--- config.mk ---
export PLATFORM = sky130hd
export DESIGN_NAME = bcd_date_time_setter
export DESIGN_NICKNAME = d
export VERILOG_FILES = /design/src/rtl/bdts_pkg.sv /design/src/rtl/bdts_step.sv /design/src/rtl/bcd_date_time_setter.sv
export SDC_FILE = /design/constraint.sdc
export NUM_CORES = 1
export LEC_CHECK = 0
export ABC_AREA = 0
export BUFFER_PORTS_ARGS = -buffer_cell sky130_fd_sc_hd__buf_2
export CAP_MARGIN = 20
export CORE_MARGIN = 10
export CORE_UTILIZATION = 60
export DETAILED_ROUTE_END_ITERATION = 10
export PLACE_DENSITY = 0.78
export SYNTH_ARGS = -nofsm -noshare
export SYNTH_HDL_FRONTEND = slang
export SYNTH_HIERARCHICAL = 1
export SYNTH_SLANG_ARGS = --single-unit
export TNS_END_PERCENT = 10
--- constraint.sdc ---
create_clock -name i_clk -period 5.7 [get_ports i_clk]
set_input_delay 0.855 -clock i_clk [delete_from_list [all_inputs] [get_ports i_clk]]
set_output_delay 0.855 -clock i_clk [all_outputs]
set_load 0.05 [all_outputs]
--- src/rtl/bdts_pkg.sv ---
// ----------------------------------------------------------------------------
// bdts_pkg
// Types, codes and BCD helpers shared by the date/time setter.
// ----------------------------------------------------------------------------
package bdts_pkg;

    typedef enum logic [2:0] {
        PH_YEAR  = 3'd0,
        PH_MDATE = 3'd1,
        PH_WDAY  = 3'd2,
        PH_HMIN  = 3'd3,
        PH_IDLE  = 3'd4
    } t_phase;

    typedef enum logic [1:0] {
        ACT_SET  = 2'd0,
        ACT_UP   = 2'd1,
        ACT_DOWN = 2'd2
    } t_action;

    // display tags for phases without a left-hand value
    localparam logic [7:0] SHOW_YEAR_TAG = 8'h20;
    localparam logic [7:0] SHOW_WDAY_TAG = 8'hAA;

    typedef struct packed {
        logic [1:0] action;
        logic [7:0] cur_year;
        logic [4:0] cur_month;
        logic [5:0] cur_date;
        logic [2:0] cur_weekday;
        logic [5:0] cur_hour;
        logic [6:0] cur_minute;
    } t_in;

    typedef struct packed {
        logic [2:0] phase;
        logic [7:0] show_high;
        logic [7:0] show_low;
        logic       commit;
        logic [7:0] new_year;
        logic [4:0] new_month;
        logic [5:0] new_date;
        logic [2:0] new_weekday;
        logic [5:0] new_hour;
        logic [6:0] new_minute;
    } t_out;

    // edit registers bar weekday at byte width, so out-of-range BCD wraps as bytes
    typedef struct packed {
        logic [7:0] year;
        logic [7:0] month;
        logic [7:0] date;
        logic [2:0] weekday;
        logic [7:0] hour;
        logic [7:0] minute;
    } t_cal;

    localparam t_cal CAL_RESET = '{
        year: 8'h00, month: 8'h01, date: 8'h01, weekday: 3'd1, hour: 8'h00, minute: 8'h00
    };

    function automatic logic [7:0] bcd_inc(input logic [7:0] v);
        logic [7:0] t;
        t = v + 8'd1;
        if (t[3:0] == 4'hA) begin
            t = t + 8'd6;
        end
        return t;
    endfunction

    function automatic logic [7:0] bcd_dec(input logic [7:0] v);
        logic [7:0] t;
        t = v - 8'd1;
        if (t[3:0] == 4'hF) begin
            t = t - 8'd6;
        end
        return t;
    endfunction

    function automatic logic [7:0] month_up(input logic [7:0] m);
        logic [7:0] t;
        t = bcd_inc(m);
        if (t == 8'h13) begin
            t = 8'h01;
        end
        return t;
    endfunction

    function automatic logic has_thirty(input logic [7:0] m);
        return (m == 8'h04) || (m == 8'h06) || (m == 8'h09) || (m == 8'h11);
    endfunction

    // tens*10 + units is divisible by four iff (2*tens + units) mod 4 is zero
    function automatic logic is_leap(input logic [7:0] y);
        logic [1:0] s;
        s = {y[4], 1'b0} + y[1:0];
        return (s == 2'd0);
    endfunction

endpackage

--- src/rtl/bdts_step.sv ---
// ----------------------------------------------------------------------------
// bdts_step
// Next edit phase, next calendar registers and the result item for one
// button event.
// ----------------------------------------------------------------------------
module bdts_step (
    input  bdts_pkg::t_in    i_item,
    input  bdts_pkg::t_cal   i_cal,
    input  bdts_pkg::t_phase i_phase,
    output bdts_pkg::t_cal   o_cal,
    output bdts_pkg::t_phase o_phase,
    output bdts_pkg::t_out   o_res
);
    import bdts_pkg::*;

    t_cal       cal;
    t_phase     ph;
    logic       commit;
    logic       leap;
    logic [7:0] d;
    logic [7:0] show_hi;
    logic [7:0] show_lo;

    assign leap = is_leap(i_cal.year);

    always_comb begin
        cal    = i_cal;
        ph     = i_phase;
        commit = 1'b0;
        d      = 8'h00;

        case (i_item.action)
            ACT_SET: begin
                case (i_phase)
                    PH_YEAR:  ph = PH_MDATE;
                    PH_MDATE: ph = PH_WDAY;
                    PH_WDAY:  ph = PH_HMIN;
                    PH_HMIN: begin
                        ph     = PH_IDLE;
                        commit = 1'b1;
                    end
                    default: begin
                        // entering the year phase takes a copy of the clock
                        ph          = PH_YEAR;
                        cal.year    = i_item.cur_year;
                        cal.month   = {3'd0, i_item.cur_month};
                        cal.date    = {2'd0, i_item.cur_date};
                        cal.weekday = i_item.cur_weekday;
                        cal.hour    = {2'd0, i_item.cur_hour};
                        cal.minute  = {1'b0, i_item.cur_minute};
                    end
                endcase
            end
            ACT_UP: begin
                case (i_phase)
                    PH_YEAR: begin
                        cal.year = bcd_inc(i_cal.year);
                        if (cal.year == 8'hA0) begin
                            cal.year = 8'h00;
                        end
                    end
                    PH_MDATE: begin
                        d = i_cal.date + 8'd1;
                        if (i_cal.month == 8'h02 &&
                            ((leap && d == 8'h2A) || (!leap && d == 8'h29))) begin
                            cal.month = month_up(i_cal.month);
                            d         = 8'h01;
                        end else if (d[3:0] == 4'hA) begin
                            d = d + 8'd6;
                        end else if (d > 8'h30) begin
                            if (d == 8'h32 || has_thirty(i_cal.month)) begin
                                cal.month = month_up(i_cal.month);
                                d         = 8'h01;
                            end
                        end
                        cal.date = d;
                    end
                    PH_WDAY: begin
                        cal.weekday = (i_cal.weekday == 3'd7 || i_cal.weekday == 3'd0) ?
                                      3'd1 : i_cal.weekday + 3'd1;
                    end
                    PH_HMIN: begin
                        cal.minute = bcd_inc(i_cal.minute);
                        if (cal.minute == 8'h60) begin
                            cal.minute = 8'h00;
                            cal.hour   = (i_cal.hour == 8'h23) ? 8'h00 : bcd_inc(i_cal.hour);
                        end
                    end
                    default: ;
                endcase
            end
            ACT_DOWN: begin
                case (i_phase)
                    PH_YEAR: begin
                        cal.year = bcd_dec(i_cal.year);
                        if (cal.year == 8'hF9) begin
                            cal.year = 8'h99;
                        end
                    end
                    PH_MDATE: begin
                        d = bcd_dec(i_cal.date);
                        if (d == 8'h00) begin
                            cal.month = (i_cal.month <= 8'h01) ? 8'h12 : bcd_dec(i_cal.month);
                            if (cal.month == 8'h02) begin
                                d = leap ? 8'h29 : 8'h28;
                            end else if (has_thirty(cal.month)) begin
                                d = 8'h30;
                            end else begin
                                d = 8'h31;
                            end
                        end
                        cal.date = d;
                    end
                    PH_WDAY: begin
                        cal.weekday = (i_cal.weekday <= 3'd1) ? 3'd7 : i_cal.weekday - 3'd1;
                    end
                    PH_HMIN: begin
                        cal.minute = bcd_dec(i_cal.minute);
                        if (cal.minute == 8'hF9) begin
                            cal.minute = 8'h59;
                            cal.hour   = bcd_dec(i_cal.hour);
                            if (cal.hour == 8'hF9) begin
                                cal.hour = 8'h23;
                            end
                        end
                    end
                    default: ;
                endcase
            end
            default: ;  // unused action code: hold everything
        endcase
    end

    always_comb begin
        case (ph)
            PH_YEAR: begin
                show_hi = SHOW_YEAR_TAG;
                show_lo = cal.year;
            end
            PH_MDATE: begin
                show_hi = cal.month;
                show_lo = cal.date;
            end
            PH_WDAY: begin
                show_hi = SHOW_WDAY_TAG;
                show_lo = {5'd0, cal.weekday};
            end
            PH_HMIN: begin
                show_hi = cal.hour;
                show_lo = cal.minute;
            end
            default: begin
                show_hi = 8'h00;
                show_lo = 8'h00;
            end
        endcase
    end

    assign o_cal   = cal;
    assign o_phase = ph;

    assign o_res.phase       = ph;
    assign o_res.show_high   = show_hi;
    assign o_res.show_low    = show_lo;
    assign o_res.commit      = commit;
    assign o_res.new_year    = cal.year;
    assign o_res.new_month   = cal.month[4:0];
    assign o_res.new_date    = cal.date[5:0];
    assign o_res.new_weekday = cal.weekday;
    assign o_res.new_hour    = cal.hour[5:0];
    assign o_res.new_minute  = cal.minute[6:0];

endmodule

--- src/rtl/bcd_date_time_setter.sv ---
// ----------------------------------------------------------------------------
// bcd_date_time_setter
// Set-time editor of a real-time clock with BCD calendar fields.
// ----------------------------------------------------------------------------
// Input channel (i_in_valid / o_in_ready / i_in_data): one button event per
// transfer - setting, up or down - plus the current clock values, which are
// only used when the setting button leaves idle for the year phase.
// Output channel (o_out_valid / i_out_ready / o_out_data): exactly one result
// per event: phase, the two display bytes, the commit flag (set on leaving
// hour/minute) and the edited calendar values.
// An event lands in the input register, passes the combinational update
// logic and sits in the result register, from which the output transfer
// is made. One event is taken per cycle unless the receiver stalls; the
// calendar registers are written as each event moves into the result
// register, so the next event sees them straight away.
// Reset puts the editor in idle with 00-01-01, weekday 1, 00:00, and empties
// both registers. When the receiver stalls the result holds; the input
// register still fills, then o_in_ready drops until the result is taken.
// ----------------------------------------------------------------------------
module bcd_date_time_setter (
    input  logic            i_clk,
    input  logic            i_rst_n,
    input  logic            i_in_valid,
    output logic            o_in_ready,
    input  bdts_pkg::t_in   i_in_data,
    output logic            o_out_valid,
    input  logic            i_out_ready,
    output bdts_pkg::t_out  o_out_data
);
    import bdts_pkg::*;

    logic   r_in_vld;
    t_in    r_in;
    logic   r_out_vld;
    t_out   r_out;
    t_cal   r_cal;
    t_phase r_phase;

    t_cal   n_cal;
    t_phase n_phase;
    t_out   n_res;
    logic   advance;

    assign advance    = r_in_vld && (!r_out_vld || i_out_ready);
    assign o_in_ready = !r_in_vld || advance;

    bdts_step u_step (
        .i_item  (r_in),
        .i_cal   (r_cal),
        .i_phase (r_phase),
        .o_cal   (n_cal),
        .o_phase (n_phase),
        .o_res   (n_res)
    );

    always_ff @(posedge i_clk) begin
        if (!i_rst_n) begin
            r_in_vld  <= 1'b0;
            r_out_vld <= 1'b0;
            r_phase   <= PH_IDLE;
            r_cal     <= CAL_RESET;
        end else begin
            if (o_in_ready) begin
                r_in_vld <= i_in_valid;
            end
            if (advance) begin
                r_out_vld <= 1'b1;
                r_phase   <= n_phase;
                r_cal     <= n_cal;
            end else if (i_out_ready) begin
                r_out_vld <= 1'b0;
            end
        end
    end

    always_ff @(posedge i_clk) begin
        if (i_in_valid && o_in_ready) begin
            r_in <= i_in_data;
        end
        if (advance) begin
            r_out <= n_res;
        end
    end

    assign o_out_valid = r_out_vld;
    assign o_out_data  = r_out;

    // commit only ever comes with the return to idle
    a_commit_idle: assert property (@(posedge i_clk) disable iff (!i_rst_n)
        o_out_valid && o_out_data.commit |-> o_out_data.phase == PH_IDLE)
        else $error("commit outside idle");

    // blank display in idle
    a_idle_blank: assert property (@(posedge i_clk) disable iff (!i_rst_n)
        o_out_valid && o_out_data.phase == PH_IDLE |->
            o_out_data.show_high == 8'h00 && o_out_data.show_low == 8'h00)
        else $error("display not blank in idle");

    // result phase follows the phase register it was computed into
    a_phase_track: assert property (@(posedge i_clk) disable iff (!i_rst_n)
        advance |=> o_out_data.phase == r_phase)
        else $error("result phase differs from edit phase");

    // a result is never dropped while the receiver stalls
    a_no_drop: assert property (@(posedge i_clk) disable iff (!i_rst_n)
        o_out_valid && !i_out_ready |=> o_out_valid)
        else $error("result lost under stall");

endmodule
# == Word-level counts from Yosys, hierarchy flattened ==
# Cells that the tools add are included.
# totals
register_bits,140
in_bits,41
out_inout_bits,57
# op_classes
addsub,23
magnitude_cmp,3
eq_ne,40
n_mux,75
reduce_logical,27
# ops
cell,n
two-way mux 8 bit,54
one-hot mux 43 bit (3 select lines),1
two-way mux 16 bit,6
one-hot mux 8 bit (4 select lines),2
two-way mux 43 bit,1
adder 8 x 1 -> 8 bit (second input constant),5
adder 8 x 3 -> 8 bit (second input constant),5
equality test 4 bit (second input constant),10
subtractor 8 x 1 -> 8 bit (second input constant),5
subtractor 8 x 3 -> 8 bit (second input constant),5
equality test 8 x 3 -> 1 bit (second input constant),4
equality test 8 x 5 -> 1 bit (second input constant),4
equality test 8 x 6 -> 1 bit (second input constant),4
equality test 8 bit (second input constant),4
equality test 8 x 2 -> 1 bit (second input constant),2
equality test 8 x 4 -> 1 bit (second input constant),2
two-way mux 3 bit,5
equality test 3 x 2 -> 1 bit (second input constant),4
one-hot mux 3 bit (4 select lines),1
logical OR 1 bit,11
logical NOT 3 bit,3
equality test 8 x 7 -> 1 bit (second input constant),1
> comparator 8 x 6 -> 1 bit (second input constant),1
<= comparator 8 x 1 -> 1 bit (second input constant),1
15 further kinds,27

# == Longest topological paths before layout ==
# Gate-level depths: netlist of run 1.
# depth
ltp_word,20
ltp_mapped,19
mapped_depth_nobuf,15

# == Cells and area by module ==
# The synthesis of run 1 kept the hierarchy.
# by_module_without_submodules
mod,instances,cells_each,area_per_inst_um2
bdts_step,1,1069,6636.4
bcd_date_time_setter,1,301,4722.0

# == Least setup slack after synthesis of run 1 ==
# No wires, ideal clock.
# synth_path
kind,register to register
start,reg r_cal[0] in the netlist's numbering
end,reg r_out (netlist bit o_out_data[44]) (data pin)
setup_time_ps,256
arrival_ps,3921
setup_slack_ps,1523
stages_incl_launch_ff,17
synth_period_minus_slack_ps,4177
path_cell_list,dfxtp_1 > buf_2 > inv_1 > ha_1 > clkbuf_1 > inv_1 > ha_1 > nor2b_1 > and3_1 > a31oi_1 > o21a_1 > or4_1 > clkbuf_1 > or3_1 > a2111oi_0 > o22ai_1 > a22o_1
# synth_rtl
item,line_no,text
start: declaration,bcd_date_time_setter.sv:36,t_cal r_cal;
start signal: assignment,bcd_date_time_setter.sv:69,r_cal <= n_cal;
end signal: assignment,bcd_date_time_setter.sv:81,r_out <= n_res;
end: declaration,bcd_date_time_setter.sv:35,t_out r_out;

==> results of run 1 <==
## metrics by stage
step	setup WS, ps	instances	hold WS (ps)	area [sq um]	util [%]
2_1_floorplan	1520	1370	434	11400	-
3_3_place_gp	1280	1574	479	11500	61.7
3_5_place_dp	1140	1574	506	11500	61.7
4_1_cts	1040	1606	515	12100	64.6
5_1_grt	758	1607	536	12100	64.7
6_report	977	1607	516	12100	64.7
## cell families after synthesis
family / synth area share, %
AND/OR/NAND/NOR: 22.2
buffers and inverters: 8.20
multiplexers: 5.50
flip-flops: 32.8
XOR/XNOR: 4.63
AO/OA/AOI/OAI: 23.0
adder cells (fa/ha/maj): 3.75
## flip-flops by register name, indices dropped and copies added, names as in the netlist
name,cells
o_out_valid,1
r_in_vld,1
o_out_data,55
r_in,37
r_cal,43
r_phase,3
## cell usage in the layout, fill, tap and decap left out, types with 11 or more instances in the layout
cell type,netlist,final
nand2_1,181,181
nor2_1,102,102
buf_2,7,97
edfxtp_1,92,92
o21ai_0,88,88
a21oi_1,78,78
mux2i_1,59,59
dfxtp_1,48,48
inv_1,42,42
xnor2_1,41,41
ha_1,34,34
nand3_1,28,28
nor3_1,27,27
and3_1,20,20
xor2_1,19,19
a31oi_1,18,18
nor2b_1,17,17
clkbuf_16,0,17
buf_4,39,17
a21o_1,16,16
o31ai_1,15,15
a211oi_1,15,15
a22oi_1,14,14
and2_1,14,13
nand4_1,13,13
o21a_1,12,12
nand2b_1,12,12
o211ai_1,12,12
or3_1,12,12
o311ai_0,11,11
or4_1,11,11
## final cells by class
type	instances	area [sq um]
fillers	1589	6590
repair buffers	115	618
well taps	234	293
flip-flops and latches	140	3720
clock buffers	17	425
clock inverters	15	130
multi-input cells	1043	6710
inverters	43	161
## how the worst max path moves through the flow
stage          startpoint             end  cells after the start
6_report         r_cal[0]  o_out_data[44]                     13
5_1_grt          r_cal[0]  o_out_data[44]                     13
4_1_cts          r_cal[0]  o_out_data[44]                     13
3_5_place_dp     r_cal[0]  o_out_data[44]                     13
3_3_place_gp     r_cal[0]  o_out_data[44]                     13
2_1_floorplan    r_cal[0]  o_out_data[44]                     16
## routing by layer
layer  up-vias  track usage [%]
met3       159             5.94
met5         -                0
met4         0             15.7
met2       770             46.7
li1       4983                -
met1      5078             35.1
## critical path, stage by stage (launching register included)
cell and delay, ps:
dfxtp_1 640, inv_1 130, ha_1 450, inv_1 140, ha_1 210, nor2b_1 270, and3_1 220, a31oi_1 80
o21a_1 280, or4_1 670, or3_1 480, a2111oi_0 430, o22ai_1 230, a22o_1 270
## power breakdown
group	total [mW]	internal [mW]	switching [mW]
logic	0.599	0.194	0.405
clock network	1.09	0.573	0.512
registers	1.18	1.13	0.0499
==> summary.txt, run 1 <==
Max Cap Viol -> 0
WP data arrival -> 4920 ps
routed wl met2 -> 16,900 um
vias in the first global route -> 10,161
first-pass GRT wire length -> 56,300 um
syn avg cell area -> 8.29 sq um
Area Overhead vs Synth -> 6.15%
Wirelength per Cell -> 22.8 um
vias per inst -> 6.84
Rows -> 50
initial core utilization -> 60.9%
Synth area leader -> edfxtp_1
total CTS buffers -> 17
Syn Nets -> 1,445
status -> finished, final reports clean
Max FO, Critical Path -> 17
Synth async-reset ratio -> 0%
Synth Flop Type -> edfxtp_1
post-CTS setup buffer count -> 0
Peak supply drop -> 0.203 mV
Yosys reg bits -> 140
top post-synthesis cells by area -> edfxtp_1 24%, dfxtp_1 8.5%, nand2_1 6.0%
sequential area share after synthesis -> 32.8%
H-tree Lvls -> 4
CP required -> 5890 ps
via count -> 10,990
number of port buffers -> 97
clk sink count -> 140
total core area -> 18,600 sq um
Distinct cells, synth -> 89
final worst path period share -> 82.9%
Post-Route M1 WL -> 14,000 um
chip width -> 158 um
measured slew at the worst slew-check pin -> 1310 ps
RSZ-0062 raised after global routing -> no
setup violators final -> 0
Crit Path Category -> reg2reg
RD Place Congestion -> 1.02
top cells by count, synth -> 181 x nand2_1, 102 x nor2_1, 92 x edfxtp_1, 89 x clkbuf_1, 88 x o21ai_0
dpl hpwl -> 25,800 um
total design power -> 2.87 mW
min-delay worst type -> reg2reg
Slew Viols, Final -> 0
Worst R2R End -> o_out_data[44]
# DRC -> 0
Post-synth EDFFs -> 92
Worst R2R Start -> r_cal[0]
metal3 WL -> 3850 um
Final ANT Viol Nets -> 0
pwr/cell area -> 238 nW/um^2
Cell Area, Synth -> 11,400 sq um
n_diodes -> 0
Top Metal Used -> met4
Worst Hold Path EP -> r_cal[17]
Die Area -> 24,800 sq um
total gr overflow -> 0
initial antenna violation count -> 0
Hold Path Depth -> 2
root buffer cell -> clkbuf_16
Leak -> 4.52 nW
Post-Synthesis Cells -> 1,370
CP Capture Type -> flip-flop
GRT Total Usage -> 28.8%
Total Neg Setup Slack -> 0 ps
1st-iter DRT viols -> 1,396
origin of the worst min-delay path -> r_cal[17]
post-synth top area share -> 24.3%
layout cells sized above 1 -> 13.0%
count leader, synth -> nand2_1
pin count of the biggest net entering global routing -> 52
crit start category -> flip-flop
upper clock frequency limit -> 212 MHz
Worst Clk Skew -> 19.5 ps
clock latency on the worst-skew pair -> 450 ps
io pins -> 98
WL final -> 36,700 um
min cycle time layout -> 4720 ps
clock slew at reported path FFs -> 80 ps
Warnings, synthesis -> 6
R2R cell count -> 13
final layout net count -> 1,435
Fin. Hold Viols -> 0
clk buf depth -> 2
reg2reg setup slack -> 980 ps
height of the die -> 158 um
CTS tree -> done
hold buffers post-CTS -> 0
DR pass1 iterations -> 5
Slew HR -> 11.9%
post-CTS sizing -> 0
(Power assumes the default switching activity.)
==> inputs of run 2 (changes only) <==
Settings changed: CORE_UTILIZATION 60 to 56, PLACE_DENSITY 0.78 to 0.77.
Clock period 5.7 ns to 4.1 ns, I/O delays scaled along.
==> run 2 against run 1 <==
Compared with the run above:
- combinational power grew 50%
- critical path depth is the same
- die area grew 6.2%
- flip-flop and latch count is the same
- fmax grew 21%
- largest power group unchanged
- count of clock-buffer cells in the layout grew 1
- register-to-register slack lost 790 ps
- global-route usage shrank 1.1 points
- worst hold slack lost 170 ps
- final cell count grew 6.2%
- wire length grew 3.0%
==> summary.txt, run 2 (synthesis gave the netlist of run 1 again) <==
R2R cell count -> 13
RSZ-0062 raised after global routing -> no
DR pass1 iterations -> 9
Worst Clk Skew -> 11.9 ps
fill cell count -> 1,738
Peak supply drop -> 0.319 mV
clock slew at reported path FFs -> 70 ps
most frequent cells in the layout -> 181 x nand2_1, 102 x nor2_1, 97 x buf_2
clk buf depth -> 2
GRT busiest layer -> met2
Fin. Hold Viols -> 0
Final Cell Area -> 12,700 sq um
Slew HR -> 28.5%
Leak -> 4.87 nW
io pins -> 98
reg2reg setup slack -> 190 ps
via count -> 11,149
RD Place Congestion -> 0.998
hold buffers post-CTS -> 0
Switch Pwr -> 1.29 mW
Worst R2R Start -> r_cal[0]
vias in the first global route -> 10,623
vias per inst -> 6.54
Worst Hold Path EP -> r_in[22]
met3 Track Usage GR -> 5.71%
clk sink count -> 140
GRT Total Usage -> 27.7%
clock latency on the worst-skew pair -> 440 ps
M1 GR Usage -> 34.5%
WHS -> 345 ps
CP delay by family, top -> simple AND/OR/NAND/NOR gates
Crit Path Category -> reg2reg
pin count of the biggest net entering global routing -> 41
met2 Use GR -> 45.2%
number of port buffers -> 97
Final ANT Viol Nets -> 0
chip width -> 162 um
1st-iter DRT viols -> 1,250
Slew Viols, Final -> 0
Non-Filler Instances -> 1,706
Max Cap Viol -> 0
critical path cell sequence -> inv_1 > ha_1 > inv_1 > ha_1 > nor2b_2 > and3_1 > a31oi_2 > o21a_1 > or4_1 > or3_1 > a2111oi_1 > o22ai_1 > a22o_1
CTS tree -> done
n_diodes -> 0
final layout net count -> 1,498
first-pass GRT wire length -> 58,300 um
Die Area -> 26,400 sq um
Crit path buffers/inverters -> 2
measured slew at the worst slew-check pin -> 1070 ps
commonest non-fill, non-tap cell in the layout -> nand2_1
height of the die -> 162 um
total gr overflow -> 0
part of the power in registers -> 39.4%
Wirelength per Cell -> 22.2 um
dpl hpwl -> 27,700 um
pwr/cell area -> 327 nW/um^2
internal power -> 2.84 mW
status -> finished, final reports clean
Worst R2R End -> o_out_data[44]
worst-path cell with the longest stage delay -> or4_1
dpl cells -> 1,674
Area Overhead vs Synth -> 11.4%
Largest register FFs -> 55
Sw Share -> 31.3%
crit start category -> flip-flop
setup violators final -> 0
layout cells sized above 1 -> 16.9%
min cycle time layout -> 3910 ps
Hold Path Depth -> 1
upper clock frequency limit -> 256 MHz
clock share of power -> 38.9%
min-delay worst type -> in2reg
Total Neg Setup Slack -> 0 ps
Rows -> 52
final worst path period share -> 95.4%
origin of the worst min-delay path -> i_in_data[22]
Placed Instance Area -> 12,000 sq um
WL final -> 37,800 um
WP data arrival -> 4100 ps
H-tree Lvls -> 4
Max FO, Critical Path -> 5
# DRC -> 0
initial antenna violation count -> 0
crit-path max cell delay -> 570 ps
initial core utilization -> 56.5%
combinational share of power -> 21.7%
CP required -> 4290 ps
root buffer cell -> clkbuf_16
total core area -> 20,100 sq um
CP Capture Type -> flip-flop
total CTS buffers -> 17
## run 2: cell types whose count changed in the layout (fill, tap and decap cells not counted), sizes merged
cell	previous run	this run
buf	114	178
bufinv	0	3
clkinv	1	6
clkinvlp	4	3
inv	53	45
## run 2: power by group through the flow
stage          combinational (mW)  sequential [mW]  clock, mW
2_1_floorplan               0.559             1.73          0
5_1_grt                     0.955             1.63       1.68
3_5_place_dp                0.870             1.66          0
3_3_place_gp                0.862             1.65          0
4_1_cts                     0.875             1.63       1.63
6_report                    0.897             1.63       1.61
## run 2: layer usage
metal  up-vias  routed length, um
met2       682              17500
met5         -                  0
met3       138               3790
met4         0               1770
li1       5104                  -
met1      5225              14700
## run 2: cell type report
| type | instances | area (sq um) | area share, % |
|---|---|---|---|
| clock buffer | 18 | 429 | 3.39 |
| multi-input combinational | 1043 | 6720 | 53.1 |
| inverter | 43 | 161 | 1.28 |
| clock inverter | 14 | 170 | 1.34 |
| sequential | 140 | 3720 | 29.4 |
| tap | 270 | 338 | 2.67 |
| timing repair buffer | 178 | 1120 | 8.84 |
## run 2: worst max-delay path by stage
stage / to / depth (start not counted) / start / slack (ps)
floorplan: o_out_data[44] / 16 / r_cal[0] / 20
global placement: o_out_data[44] / 12 / r_cal[0] / 290
detailed placement: o_out_data[44] / 12 / r_cal[0] / 210
CTS: o_out_data[44] / 12 / r_cal[0] / 200
global route: r_cal[10] / 15 / r_cal[1] / 30
finish: o_out_data[44] / 13 / r_cal[0] / 190
## run 2: what timing repair did
item / 4_1_cts / 5_1_grt
setup buffers: 0 / 0
setup endpoints to repair: 0 / 11
gates resized for setup: 0 / 4
## run 2: per-stage QoR
stage                     setup WS [ps]  utilization, %  power [mW]
after floorplan                    23.7               -        2.29
after global placement              294            59.9        2.52
after detailed placement            212            59.9        2.53
after CTS                           196            62.9        4.13
after global routing               31.1            63.0        4.27
final                               190            63.0        4.14
==> inputs of run 3 (changes only) <==
Settings changed: BUFFER_PORTS_ARGS -buffer_cell sky130_fd_sc_hd__buf_2 to -buffer_cell sky130_fd_sc_hd__buf_4, CORE_UTILIZATION 56 to 60, PLACE_DENSITY 0.77 to 0.78.
Clock period 4.1 ns to 4 ns, I/O delays scaled along.
==> run 3 against run 2 <==
Compared with the run above:
- sequential power up 2%
- first-iteration DRC count up 4.0%
- combinational power up 6.8%
- clock power about the same
- critical path type unchanged
- critical endpoint is now o_out_data[50]
- largest cell class unchanged
==> summary.txt, run 3 (synthesis gave the netlist of run 1 again) <==
Rows -> 50
Multi-input gate area -> 6740 sq um
RD Place Congestion -> 1.00
initial core utilization -> 60.9%
io pins -> 98
Storage cell area -> 3720 sq um
total CTS buffers -> 17
GRT Total Usage -> 30.3%
Switch Pwr -> 1.38 mW
most frequent cells in the layout -> 181 x nand2_1, 179 x buf_4, 102 x nor2_1
commonest non-fill, non-tap cell in the layout -> nand2_1
layout cells sized above 1 -> 17.7%
CTS tree -> done
via count -> 11,145
measured slew at the worst slew-check pin -> 1030 ps
Max FO, Critical Path -> 7
clock share of power -> 37.7%
root buffer cell -> clkbuf_16
initial antenna violation count -> 0
met3 Track Usage GR -> 5.18%
clock slew at reported path FFs -> 70 ps
upper clock frequency limit -> 262 MHz
setup violators final -> 0
height of the die -> 158 um
Area Overhead vs Synth -> 13.6%
Slew HR -> 31.4%
combinational share of power -> 22.7%
Crit Path Category -> reg2reg
Wirelength per Cell -> 22.7 um
CP Capture Type -> flip-flop
clock latency on the worst-skew pair -> 440 ps
clk buf depth -> 2
hold buffers post-CTS -> 0
Die Area -> 24,800 sq um
dpl hpwl -> 27,800 um
crit start category -> flip-flop
Max Cap Viol -> 0
Fin. Hold Viols -> 0
pwr/cell area -> 327 nW/um^2
Peak supply drop -> 0.275 mV
post-CTS setup buffer count -> 0
internal power -> 2.84 mW
final layout net count -> 1,502
chip width -> 158 um
CP required -> 4250 ps
RSZ-0062 raised after global routing -> yes
# DRC -> 0
Leak -> 4.98 nW
clk sink count -> 140
first-pass GRT wire length -> 58,900 um
WHS -> 336 ps
min cycle time layout -> 3810 ps
total core area -> 18,600 sq um
total gr overflow -> 0
Slew Viols, Final -> 0
vias per inst -> 6.65
pin count of the biggest net entering global routing -> 91
WL final -> 38,000 um
DR pass1 iterations -> 7
M1 GR Usage -> 37.8%
Final ANT Viol Nets -> 0
Worst Clk Skew -> 12.7 ps
part of the power in registers -> 39.6%
WP data arrival -> 4070 ps
vias in the first global route -> 10,414
Sw Share -> 32.7%
number of port buffers -> 97
Largest register FFs -> 55
total design power -> 4.22 mW
H-tree Lvls -> 4
GRT busiest layer -> met2
met2 Use GR -> 51.4%
status -> finished, final reports clean
min-delay worst type -> in2reg
final worst path period share -> 95.3%
fill cell count -> 1,497
1st-iter DRT viols -> 1,300
## run 3: path summary, 6_finish.rpt
path                 startpoint              to  depth (start not counted)  slack (ps)
hold / removal    i_in_data[22]        r_in[22]                          1         340
setup reg to reg      r_cal[19]  o_out_data[50]                         15         190
hold reg to reg       r_cal[17]       r_cal[17]                          2         490
setup / recovery      r_cal[19]  o_out_data[50]                         15         190
## run 3: cell type report
class / count / area share, %
flip-flops and latches: 140 / 28.9
multi-input cells: 1043 / 52.2
clock buffers: 17 / 3.30
repair buffers: 182 / 10.9
clock inverters: 15 / 1.17
inverters: 43 / 1.25
diodes: 1 / 0.0194
well taps: 234 / 2.27
## run 3: power groups by stage
stage                     Sequential [mW]  Clock [mW]  Combinational [mW]
after global routing                 1.68        1.67                1.02
after floorplan                      1.77           0               0.573
after global placement               1.70           0               0.915
after detailed placement             1.70           0               0.926
final                                1.67        1.59               0.958
after CTS                            1.67        1.60               0.933
## run 3: what timing repair did
item                                    4_1_cts  5_1_grt
endpoints found under the setup margin        0       14
hold endpoints to repair                      0        0
gates resized for setup                       0        8
## run 3: critical path: stages (launching register included)
cell and delay (ps):
dfxtp_1 450, inv_1 110, ha_1 260, nand2b_1 150
nand2_1 90, ha_1 310, a21oi_1 110, o21ai_0 200
buf_4 230, nor4b_4 420, nand2_2 150, or4_1 420
a21oi_1 200, a2111oi_0 110, buf_4 190, a311oi_1 220
## run 3: metrics by stage
stage	worst slack (ps)	instances	utilization (%)	instance area, sq um	TNS [ps]
2_1_floorplan	7.26	1370	-	11400	0
3_3_place_gp	238	1642	65.9	12300	0
3_5_place_dp	170	1642	65.9	12300	0
4_1_cts	128	1674	69.0	12900	0
5_1_grt	-10.9	1674	69.2	12900	-24.0
6_report	187	1675	69.2	12900	0
## run 3: layer usage
| metal | up-vias | wire, um | part of all wire [%] |
|---|---|---|---|
| li1 | 5129 | - | - |
| met2 | 663 | 18300 | 48 |
| met4 | 0 | 1250 | 3.3 |
| met3 | 103 | 3530 | 9.3 |
| met1 | 5250 | 14900 | 39 |
| met5 | - | 0 | 0 |
